### src/rtl/swa_pkg.sv
// ----------------------------------------------------------------------------
// Sliding window average package
// Widths, sizes and the job record passed from the front end to the divider.
// ----------------------------------------------------------------------------
package swa_pkg;

  localparam int SAMPLE_BITS = 16;
  localparam int WINDOW_MAX  = 64;
  localparam int SLOT_BITS   = $clog2(WINDOW_MAX);
  localparam int HELD_BITS   = $clog2(WINDOW_MAX + 1);
  localparam int SUM_BITS    = SAMPLE_BITS + SLOT_BITS;
  localparam int STEP_BITS   = $clog2(SUM_BITS);

  // One pending division: running sum over the count it covers
  typedef struct packed {
    logic signed [SUM_BITS-1:0] sum;
    logic [HELD_BITS-1:0]       held;
  } swa_job_t;

endpackage

### src/rtl/swa_front.sv
// ----------------------------------------------------------------------------
// Sliding window average: front end
// Accepts samples, keeps the sample ring, running sum and count, and emits
// one division job per sample. Also owns the window length register.
// ----------------------------------------------------------------------------
module swa_front
  import swa_pkg::*;
(
  input  logic                          clk,
  input  logic                          rst_n,
  input  logic                          in_push,
  input  logic signed [SAMPLE_BITS-1:0] in_sample,
  output logic                          in_full,
  input  logic                          cfg_valid,
  output logic                          cfg_ready,
  input  logic [HELD_BITS-1:0]          cfg_window_length,
  input  logic                          job_space,
  output logic                          job_valid,
  output swa_job_t                      job
);

  localparam logic ST_IDLE   = 1'b0;
  localparam logic ST_UPDATE = 1'b1;

  logic                          state_r, state_nxt;
  logic [SLOT_BITS-1:0]          slot_r, slot_nxt;
  logic [SLOT_BITS-1:0]          use_slot_r;
  logic [HELD_BITS-1:0]          held_r, held_nxt;
  logic signed [SUM_BITS-1:0]    sum_r, sum_nxt;
  logic [HELD_BITS-1:0]          wlen_r, wlen_nxt;
  logic signed [SAMPLE_BITS-1:0] sample_r;
  logic signed [SAMPLE_BITS-1:0] old_r;
  logic signed [SAMPLE_BITS-1:0] ring [WINDOW_MAX];

  logic                          accept;
  logic                          cfg_wr;
  logic                          window_full;
  logic [HELD_BITS-1:0]          slot_inc;
  logic signed [SUM_BITS-1:0]    sample_ext;
  logic signed [SUM_BITS-1:0]    old_ext;

  assign in_full   = (state_r != ST_IDLE) || !job_space;
  assign accept    = in_push && !in_full;
  assign cfg_ready = 1'b1;
  assign cfg_wr    = cfg_valid && cfg_ready;

  // Clamp the written window length into 1..WINDOW_MAX
  always_comb begin
    if (cfg_window_length == '0) begin
      wlen_nxt = HELD_BITS'(1);
    end else if (cfg_window_length > HELD_BITS'(WINDOW_MAX)) begin
      wlen_nxt = HELD_BITS'(WINDOW_MAX);
    end else begin
      wlen_nxt = cfg_window_length;
    end
  end

  // Update sum and count from the sample and the slot it replaces
  assign window_full = (held_r >= wlen_r);
  assign sample_ext  = {{(SUM_BITS-SAMPLE_BITS){sample_r[SAMPLE_BITS-1]}}, sample_r};
  assign old_ext     = {{(SUM_BITS-SAMPLE_BITS){old_r[SAMPLE_BITS-1]}}, old_r};
  assign slot_inc    = {1'b0, use_slot_r} + HELD_BITS'(1);

  always_comb begin
    state_nxt = state_r;
    slot_nxt  = slot_r;
    held_nxt  = held_r;
    sum_nxt   = sum_r;
    case (state_r)
      ST_IDLE: begin
        if (accept) begin
          state_nxt = ST_UPDATE;
        end
      end
      ST_UPDATE: begin
        state_nxt = ST_IDLE;
        if (window_full) begin
          sum_nxt = sum_r - old_ext + sample_ext;
        end else begin
          sum_nxt  = sum_r + sample_ext;
          held_nxt = held_r + HELD_BITS'(1);
        end
        slot_nxt = (slot_inc >= wlen_r) ? '0 : slot_inc[SLOT_BITS-1:0];
      end
      default: begin
        state_nxt = ST_IDLE;
      end
    endcase
  end

  assign job_valid = (state_r == ST_UPDATE);
  assign job.sum   = sum_nxt;
  assign job.held  = held_nxt;

  // Control state; a window write clears the store
  always_ff @(posedge clk) begin
    if (!rst_n) begin
      state_r <= ST_IDLE;
      slot_r  <= '0;
      held_r  <= '0;
      sum_r   <= '0;
      wlen_r  <= HELD_BITS'(1);
    end else if (cfg_wr) begin
      wlen_r  <= wlen_nxt;
      slot_r  <= '0;
      held_r  <= '0;
      sum_r   <= '0;
    end else begin
      state_r <= state_nxt;
      slot_r  <= slot_nxt;
      held_r  <= held_nxt;
      sum_r   <= sum_nxt;
    end
  end

  // Capture the accepted beat
  always_ff @(posedge clk) begin
    if (accept) begin
      sample_r   <= in_sample;
      use_slot_r <= slot_r;
    end
  end

  // Sample ring: read the slot on accept, overwrite it on update
  always_ff @(posedge clk) begin
    if (accept) begin
      old_r <= ring[slot_r];
    end
    if (state_r == ST_UPDATE) begin
      ring[use_slot_r] <= sample_r;
    end
  end

endmodule

### src/rtl/swa_queue.sv
// ----------------------------------------------------------------------------
// Sliding window average: job queue
// Two-entry queue that decouples the front end from the divider.
// ----------------------------------------------------------------------------
module swa_queue
  import swa_pkg::*;
(
  input  logic     clk,
  input  logic     rst_n,
  input  logic     wr_valid,
  input  swa_job_t wr_job,
  output logic     wr_space,
  input  logic     rd_pop,
  output logic     rd_valid,
  output swa_job_t rd_job
);

  logic       wr_ptr_r;
  logic       rd_ptr_r;
  logic [1:0] count_r, count_nxt;
  swa_job_t   slots [2];
  logic       do_wr;
  logic       do_rd;

  assign wr_space = (count_r != 2'd2);
  assign rd_valid = (count_r != 2'd0);
  assign rd_job   = slots[rd_ptr_r];
  assign do_wr    = wr_valid && wr_space;
  assign do_rd    = rd_pop && rd_valid;

  always_comb begin
    count_nxt = count_r;
    if (do_wr && !do_rd) begin
      count_nxt = count_r + 2'd1;
    end else if (do_rd && !do_wr) begin
      count_nxt = count_r - 2'd1;
    end
  end

  // Advance pointers and count
  always_ff @(posedge clk) begin
    if (!rst_n) begin
      wr_ptr_r <= 1'b0;
      rd_ptr_r <= 1'b0;
      count_r  <= 2'd0;
    end else begin
      count_r <= count_nxt;
      if (do_wr) begin
        wr_ptr_r <= !wr_ptr_r;
      end
      if (do_rd) begin
        rd_ptr_r <= !rd_ptr_r;
      end
    end
  end

  // Hold entries
  always_ff @(posedge clk) begin
    if (do_wr) begin
      slots[wr_ptr_r] <= wr_job;
    end
  end

endmodule

### src/rtl/swa_divider.sv
// ----------------------------------------------------------------------------
// Sliding window average: divider back end
// Bit-serial signed division of the sum by the count, truncated toward zero,
// with a one-entry result register on the output side.
// ----------------------------------------------------------------------------
module swa_divider
  import swa_pkg::*;
(
  input  logic                          clk,
  input  logic                          rst_n,
  input  logic                          job_valid,
  input  swa_job_t                      job,
  output logic                          job_pop,
  output logic                          out_empty,
  input  logic                          out_pop,
  output logic signed [SAMPLE_BITS-1:0] out_average,
  output logic [HELD_BITS-1:0]          out_samples_held
);

  localparam logic [1:0] ST_IDLE = 2'd0;
  localparam logic [1:0] ST_DIV  = 2'd1;
  localparam logic [1:0] ST_DONE = 2'd2;

  logic [1:0]             state_r, state_nxt;
  logic [STEP_BITS-1:0]   step_r;
  logic                   neg_r;
  logic [SUM_BITS-1:0]    quot_r;
  logic [HELD_BITS-1:0]   rem_r;
  logic [HELD_BITS-1:0]   div_r;
  logic                   out_valid_r;

  logic [SUM_BITS-1:0]    mag;
  logic [HELD_BITS:0]     rem_sh;
  logic [HELD_BITS:0]     rem_diff;
  logic                   q_bit;
  logic [SUM_BITS-1:0]    avg_wide;
  logic                   out_free;

  assign job_pop   = (state_r == ST_IDLE) && job_valid;
  assign out_free  = !out_valid_r || out_pop;
  assign out_empty = !out_valid_r;

  // Magnitude of the incoming sum
  assign mag = job.sum[SUM_BITS-1] ? SUM_BITS'(~job.sum + 1'b1) : SUM_BITS'(job.sum);

  // One restoring step: remainder stays below the divisor
  assign rem_sh   = {rem_r, quot_r[SUM_BITS-1]};
  assign rem_diff = rem_sh - {1'b0, div_r};
  assign q_bit    = (rem_sh >= {1'b0, div_r});

  // Restore the sign of the quotient
  assign avg_wide = neg_r ? SUM_BITS'(~quot_r + 1'b1) : quot_r;

  always_comb begin
    state_nxt = state_r;
    case (state_r)
      ST_IDLE: begin
        if (job_valid) begin
          state_nxt = ST_DIV;
        end
      end
      ST_DIV: begin
        if (step_r == STEP_BITS'(SUM_BITS - 1)) begin
          state_nxt = ST_DONE;
        end
      end
      ST_DONE: begin
        if (out_free) begin
          state_nxt = ST_IDLE;
        end
      end
      default: begin
        state_nxt = ST_IDLE;
      end
    endcase
  end

  // Control state
  always_ff @(posedge clk) begin
    if (!rst_n) begin
      state_r     <= ST_IDLE;
      step_r      <= '0;
      out_valid_r <= 1'b0;
    end else begin
      state_r <= state_nxt;
      if (state_r == ST_DIV) begin
        step_r <= step_r + STEP_BITS'(1);
      end else begin
        step_r <= '0;
      end
      if ((state_r == ST_DONE) && out_free) begin
        out_valid_r <= 1'b1;
      end else if (out_pop) begin
        out_valid_r <= 1'b0;
      end
    end
  end

  // Datapath: load, iterate, deliver
  always_ff @(posedge clk) begin
    case (state_r)
      ST_IDLE: begin
        if (job_valid) begin
          neg_r  <= job.sum[SUM_BITS-1];
          quot_r <= mag;
          rem_r  <= '0;
          div_r  <= job.held;
        end
      end
      ST_DIV: begin
        rem_r  <= q_bit ? rem_diff[HELD_BITS-1:0] : rem_sh[HELD_BITS-1:0];
        quot_r <= {quot_r[SUM_BITS-2:0], q_bit};
      end
      ST_DONE: begin
        if (out_free) begin
          out_average      <= avg_wide[SAMPLE_BITS-1:0];
          out_samples_held <= div_r;
        end
      end
      default: begin
      end
    endcase
  end

endmodule

### src/rtl/sliding_window_average_top.sv
// ----------------------------------------------------------------------------
// Sliding window average: top level
// An accepted sample passes the front end, job queue and divider to the out_ ports.
// The bit-serial divider (22 steps plus load and hand-off) bounds the sample rate;
// the front end refuses a new sample while it updates or while the queue is full.
// Reset: synchronous, active low; window length 1, store empty, no clearing pass.
// ----------------------------------------------------------------------------
module sliding_window_average_top
  import swa_pkg::*;
(
  input  logic                          clk,
  input  logic                          rst_n,
  input  logic                          in_push,
  input  logic signed [SAMPLE_BITS-1:0] in_sample,
  output logic                          in_full,
  output logic                          out_empty,
  input  logic                          out_pop,
  output logic signed [SAMPLE_BITS-1:0] out_average,
  output logic [HELD_BITS-1:0]          out_samples_held,
  input  logic                          cfg_valid,
  output logic                          cfg_ready,
  input  logic [HELD_BITS-1:0]          cfg_window_length
);

  logic     fe_job_valid;
  swa_job_t fe_job;
  logic     q_space;
  logic     q_valid;
  swa_job_t q_job;
  logic     q_pop;

  // Accept samples and build division jobs
  swa_front u_front (
    .clk               (clk),
    .rst_n             (rst_n),
    .in_push           (in_push),
    .in_sample         (in_sample),
    .in_full           (in_full),
    .cfg_valid         (cfg_valid),
    .cfg_ready         (cfg_ready),
    .cfg_window_length (cfg_window_length),
    .job_space         (q_space),
    .job_valid         (fe_job_valid),
    .job               (fe_job)
  );

  // Decouple front end and divider
  swa_queue u_queue (
    .clk      (clk),
    .rst_n    (rst_n),
    .wr_valid (fe_job_valid),
    .wr_job   (fe_job),
    .wr_space (q_space),
    .rd_pop   (q_pop),
    .rd_valid (q_valid),
    .rd_job   (q_job)
  );

  // Divide and deliver
  swa_divider u_divider (
    .clk              (clk),
    .rst_n            (rst_n),
    .job_valid        (q_valid),
    .job              (q_job),
    .job_pop          (q_pop),
    .out_empty        (out_empty),
    .out_pop          (out_pop),
    .out_average      (out_average),
    .out_samples_held (out_samples_held)
  );

endmodule

### config.mk
export PLATFORM = sky130hd
export DESIGN_NAME = sliding_window_average_top
export DESIGN_NICKNAME = d
export VERILOG_FILES = /design/src/rtl/swa_pkg.sv /design/src/rtl/swa_front.sv /design/src/rtl/swa_queue.sv /design/src/rtl/swa_divider.sv /design/src/rtl/sliding_window_average_top.sv
export SDC_FILE = /design/constraint.sdc
export NUM_CORES = 1
export LEC_CHECK = 0
export ABC_AREA = 1
export BUFFER_PORTS_ARGS = -buffer_cell sky130_fd_sc_hd__buf_2
export CORE_MARGIN = 8
export CORE_UTILIZATION = 50
export CTS_BUF_LIST = sky130_fd_sc_hd__clkbuf_8 sky130_fd_sc_hd__clkbuf_16
export DETAILED_ROUTE_END_ITERATION = 7
export PLACE_DENSITY = 0.65
export SLEW_MARGIN = 20
export SYNTH_ARGS = -nofsm -noshare
export SYNTH_HDL_FRONTEND = slang
export SYNTH_SLANG_ARGS = --single-unit
### constraint.sdc
create_clock -name clk -period 6.4 [get_ports clk]
set_input_delay 1.28 -clock clk [delete_from_list [all_inputs] [get_ports clk]]
set_output_delay 1.28 -clock clk [all_outputs]
set_load 0.1 [all_outputs]
# Word-level counts from Yosys, hierarchy flattened
# Memory sizes are Yosys's and may differ from the RTL's. A register that Yosys moved wholly into a read port is not among the register bits.
# Index checks and enable logic that the tools add are counted.
[totals] memories=2 wordCells=105 ff_bits=137 in_bits=28 output_inout_bits=26 ram_bits=1082
[op_classes] n_eq_ne=7 bitwise_logic=4 add_sub_neg=11 mux=30 n_reduce_logical=28 n_lt_le_gt_ge=4
[mem_list] name="u_front.ring" words=64 width=16 read_ports=1 rd_clocked_by_memory_dff=1 wr=1 line_no="swa_front.sv:33" text="logic signed [SAMPLE_BITS-1:0] ring [WINDOW_MAX];"
[mem_list] name="u_queue.slots" words=2 width=29 read_ports=1 rd_clocked_by_memory_dff=1 wr=1 line_no="swa_queue.sv:21" text="swa_job_t slots [2];"
[op_table] operator="2-to-1 mux 22 bit" count=4
[op_table] operator="adder 22 x 16 -> 22 bit" count=2
[op_table] operator="case mux 22 bit (2 select lines)" count=1
[op_table] operator="2-to-1 mux 7 bit" count=6
[op_table] operator="adder 22 x 1 -> 22 bit, second input constant" count=1
[op_table] operator="inverter 22 bit" count=1
[op_table] operator="subtractor 22 x 16 -> 22 bit" count=1
[op_table] operator="adder 16 x 1 -> 16 bit, second input constant" count=1
[op_table] operator="2-to-1 mux 16 bit" count=1
[op_table] operator="inverter 16 bit" count=1
[op_table] operator="greater-or-equal comparator 7 bit" count=2
[op_table] operator="case mux 7 bit (2 select lines)" count=1
[op_table] operator="2-to-1 mux 2 bit" count=5
[op_table] operator="2-to-1 mux 1 bit" count=9
[op_table] operator="greater-or-equal comparator 8 x 7 -> 1 bit" count=1
[op_table] operator="AND reduction 2 bit" count=4
[op_table] operator="nonzero test 2 bit" count=4
[op_table] operator="adder 6 x 1 -> 7 bit, second input constant" count=1
[op_table] operator="adder 7 x 1 -> 7 bit, second input constant" count=1
[op_table] operator="greater-than comparator 7 bit, second input constant" count=1
[op_table] operator="logical AND 1 bit" count=7
[op_table] operator="zero test 1 bit" count=7
[op_table] operator="zero test 7 bit" count=1
[op_table] operator="subtractor 7 bit" count=1
[op_table] operator="other kinds (16)" count=20

# Depth between registers and ports, before layout
[logic_depth] ltp_word=7 ltp_mapped=18 mapped_depth_nobuf=18

# Modules after synthesis
# Synthesis repeated with hierarchy kept, for this count alone.
[unflattened] cells_unflattened=4826 hier_area_um2=54043.1
[modules_own_cells] module="swa_front" instances=1 area_per_inst_um2=47757.1 seq_area_each_um2=32751.4 cells_per_inst=4241
[modules_own_cells] module="swa_divider" instances=1 area_per_inst_um2=3912.5 seq_area_each_um2=1961.9 cells_per_inst=458
[modules_own_cells] module="swa_queue" instances=1 area_per_inst_um2=2373.5 seq_area_each_um2=1841.8 cells_per_inst=127

# Worst setup path after synthesis
# OpenSTA, ideal clock, no wires.
[synth_path] kind="register -> register" start="register u_front.sample_r[15]" end="memory u_queue.slots[0][28] (netlist name) (data pin)" t_required_ps=6147 n_path_buf=0 t_arrival_ps=3459 stages_incl_launch_ff=16 synth_period_minus_slack_ps=3712 setup_slack_ps=2688 setup_ps=253 path_cell_list="edfxtp_1 -> inv_1 -> fa_1 -> inv_1 -> ha_1 -> nand2_1 -> nor2_1 -> nand2_1 -> nor2_1 -> nand2_1 -> nand3_1 -> nand2_1 -> nand3_1 -> nand3_1 -> nand2_1 -> inv_1"
[synth_rtl] element="from (decl)" line_no="swa_front.sv:31" text="logic signed [SAMPLE_BITS-1:0] sample_r;"
[synth_rtl] element="from (signal assigned)" line_no="swa_front.sv:119" text="sample_r <= in_sample;"
[synth_rtl] element="to (decl)" line_no="swa_queue.sv:21"

==> impl_metrics.json <==
{
  "status": "completed",
  "finalNetCount": 4953,
  "critical-path-max-stage-delay_ps": 560,
  "combPwrFrac_pct": 15.6,
  "p_leak_nw": 21.9,
  "synthTopCellsByArea": "edfxtp_1 (66%), o21ai_0 (5.9%), nand2_1 (5.5%)",
  "synthArstFlopShare_pct": 0,
  "max_slew_margin_pct": 31.8,
  "crit_top_cell": "inv_1",
  "synth_ff_type": "edfxtp_1",
  "yosysSeqAreaShare_pct": 68.1,
  "switching_power_mw": 5.53,
  "layout_worst_path_cycle_share_pct": 55.8,
  "nFillCells": 8808,
  "path_clk_slew_ps": 60,
  "power.density_mw_per_mm2": 334,
  "die_y_um": 344,
  "clockBufferDepth": 3,
  "gp_congestion": 0.896,
  "seqPwrFrac_pct": 48.5,
  "io_buffers": 52,
  "place_area_mm2": 0.0555,
  "post_cts_resized": 0,
  "slew_violations": 0,
  "netlist_instances": 4788,
  "setup_viol_count_final": 0,
  "min_from": "u_queue.rd_ptr_r$_SDFFE_PN0P_",
  "grt_overflow_total": 0,
  "post-synth-top-area-cell": "edfxtp_1",
  "drive_above_1_share_pct": 8.22,
  "synth_top_area_share_pct": 66.0,
  "syn_area_per_cell_um2": 11.2,
  "min_path_type": "flip-flop to flip-flop",
  "clock_latency_ps": 750,
  "cp-start-kind": "flip-flop",
  "r2r-start": "u_front.sample_r[9]$_DFFE_PP_",
  "tightestPinTransition_ps": 1020,
  "hold_buffers": 0,
  "synth_edf_count": 1180,
  "cts_sinks": 1236,
  "yosys_warnings": 0,
  "arrival_ps": 4030,
  "grtUsageTotal_pct": 23.5,
  "cts-root-buf": "clkbuf_16",
  "synth_area_mm2": 0.0536,
  "wl_per_cell_um": 22.2,
  "antenna_found_initial": 3,
  "path_cells": "buf_4 -> inv_1 -> fa_1 -> inv_1 -> ha_1 -> nand2_1 -> inv_1 -> a21oi_1 -> nand3_1 -> or2_2 -> nand3_1 -> nand3_1 -> o21ai_0 -> inv_1",
  "grt_pass1_wl_mm": 212,
  "fmax_mhz": 280,
  "totalWireLength_mm": 140,
  "syn_nets": 4911,
  "multi_input_area_mm2": 0.0149,
  "cts_setup_buffers": 0,
  "startpoint": "u_front.sample_r[9]$_DFFE_PP_",
  "die_w_um": 344,
  "start_util_pct": 50.3,
  "grt_max_degree": 203,
  "swShare_pct": 27.8,
  "cap_viol_max_count": 0,
  "dieArea_mm2": 0.118,
  "rsz0062_at_grt": "false",
  "end_kind": "flip-flop",
  "htreeDepth": 4,
  "peakVddDrop_mv": 0.191,
  "cts_tree": "yes",
  "first_pass_iters": 6,
  "rows": 120,
  "drc": 0,
  "register_area_mm2": 0.0366,
  "post-route-min-period_ps": 3570,
  "drt_iter0_drc": 4089,
  "intPower_mw": 14.4,
  "num_io_pins": 54,
  "core_area_mm2": 0.107,
  "cp.required_ps": 6860,
  "critPathSlowestCell": "buf_4",
  "clockPowerShare_pct": 35.9,
  "finalSetupTns_ps": 0,
  "finalHoldViolCount": 0,
  "critPathKind": "flip-flop to flip-flop",
  "area_growth_pct": 11.0,
  "drtAntennaViolNets": 0,
  "synth_cell_types": 50,
  "dp_hpwl_mm": 80.8,
  "ys_ff_latch": 1236,
  "path_max_fanout": 66,
  "numCtsBuffers": 131,
  "antenna_cells": 0,
  "vias": 36280,
  "skew_ps": 36.3,
  "viasPerCell": 5.73,
  "stdcell_area_mm2": 0.0596,
  "grt_pass1_vias": 34276
}
[state kept, by name, summed over array words and instances, names as in the netlist, named ones only]
register                    count
u_front.ring                 1024
u_queue.slots                  58
u_divider.quot_r               22
u_front.sum_r                  22
u_divider.out_average          16
u_front.old_r                  16
u_front.sample_r               16
u_divider.div_r                 7
u_divider.out_samples_held      7
u_divider.rem_r                 7
u_front.held_r                  7
u_front.wlen_r                  7
u_front.slot_r                  6
u_front.use_slot_r              6
u_divider.step_r                5
u_divider.state_r               2
u_queue.count_r                 2
u_divider.neg_r                 1
u_divider.out_valid_r           1
u_front.job_valid               1
u_queue.rd_ptr_r                1
u_queue.wr_ptr_r                1
[Yosys cell counts (5+ instances only)]
cell type  count
edfxtp_1    1180
xnor2_1       10
o21ai_0      628
nand2_2        5
o221ai_1       8
nor3_1        14
nand2_1      779
xor2_1        45
dfxtp_1       56
nor2_2         6
or2_2         12
nand3_1      134
buf_2         66
fa_1          23
nand3b_1      15
ha_1          72
nand4_1       24
o21ai_2        7
a21oi_1       91
o22ai_1      249
buf_6          9
buf_4          8
buf_1          8
o21ai_1       71
inv_1        301
nor4_1         5
o211ai_1      12
clkbuf_1     162
nor2_1       745
nor2_4         5
[layout by cell type, fill, tap and decap left out, drive strengths merged]
| master | Yosys | routed |
|---|---|---|
| xor2 | 45 | 45 |
| nor3b | 1 | 1 |
| edfxtp | 1180 | 1180 |
| ha | 72 | 72 |
| clkinv | 1 | 41 |
| clkbuf | 162 | 136 |
| a22oi | 1 | 1 |
| buf | 91 | 162 |
| nand2 | 787 | 787 |
| nand3 | 137 | 137 |
| a211oi | 2 | 2 |
| a31oi | 4 | 4 |
| o22ai | 249 | 249 |
| and2 | 4 | 4 |
| bufinv | 0 | 6 |
| o21a | 1 | 1 |
| o21bai | 4 | 4 |
| o211ai | 12 | 12 |
| fa | 23 | 23 |
| o21ai | 707 | 707 |
| o221ai | 8 | 8 |
| a21oi | 91 | 91 |
| o31ai | 2 | 2 |
| inv | 307 | 352 |
| nand4 | 25 | 25 |
| or2 | 13 | 13 |
| nor2 | 756 | 756 |
| o32ai | 1 | 1 |
| dfxtp | 56 | 56 |
| clkinvlp | 0 | 5 |
| conb | 1 | 1 |
| xnor2 | 10 | 10 |
| nand3b | 15 | 15 |
| nor4 | 6 | 6 |
| nor3 | 14 | 14 |
[cells by family after synthesis]
kind of cell / synth area share (%)
XOR/XNOR: 0.898
flip-flops: 68.1
AO/OA/AOI/OAI: 10.9
buffers and inverters: 4.27
adder cells (fa/ha/maj): 2.54
AND/OR/NAND/NOR: 13.2
other: 0.00699
[critical path: cells and delay by family (launching register included)]
family                   cells  cell delay (ps)
AO/OA/AOI/OAI                2              310
AND/OR/NAND/NOR              5              860
buffers and inverters        5              900
adder cells (fa/ha/maj)      2              860
flip-flops                   1              320
[final timing paths]
| path | endpoint | slack [ps] | cells after the start |
|---|---|---|---|
| hold / removal | flip-flop | 450 | 1 |
| setup reg to reg | u_queue.slots[1][17]$_DFFE_PP_ | 2830 | 14 |
| hold reg to reg | flip-flop | 450 | 1 |
| setup / recovery | u_queue.slots[1][17]$_DFFE_PP_ | 2830 | 14 |
[cell type report]
cell class,instances,share of cell area (%)
Clock buffer,136,5.64
Clock inverter,96,1.13
Inverter,308,1.98
Multi-Input combinational cell,2991,25.0
Sequential cell,1236,61.4
Tap cell,1403,2.95
Timing Repair Buffer,162,1.96
[metrics by stage]
| step | hold WS (ps) | power, mW | util (%) | setup WS (ps) | instances |
|---|---|---|---|---|---|
| after CTS | 455 | 20.0 | 55.8 | 2800 | 6331 |
| after global placement | 432 | 12.9 | 52.0 | 2850 | 6099 |
| final | 452 | 19.9 | 55.8 | 2830 | 6332 |
| after detailed placement | 445 | 12.9 | 52.0 | 2810 | 6099 |
| after floorplan | 406 | 12.0 | - | 2690 | 4788 |
| after global routing | 473 | 20.7 | 55.8 | 2500 | 6332 |
[metal layers]
layer	global-route usage [%]	vias to the layer above	part of all wire (%)	wire, um
li1	-	16939	-	-
met2	37.9	1439	47	66100
met4	8.70	0	3.4	4830
met1	32.3	17662	42	58700
met5	0	-	0	0
met3	3.71	240	7.7	10700
[power by group through the flow]
stage	Sequential (mW)	Clock [mW]	Combinational, mW
global placement	9.81	0	3.05
floorplan	10.0	0	1.99
global route	9.68	7.56	3.46
finish	9.66	7.14	3.11
detailed placement	9.83	0	3.10
CTS	9.66	7.25	3.11
No activity file was read; power rests on OpenSTA's default activity.
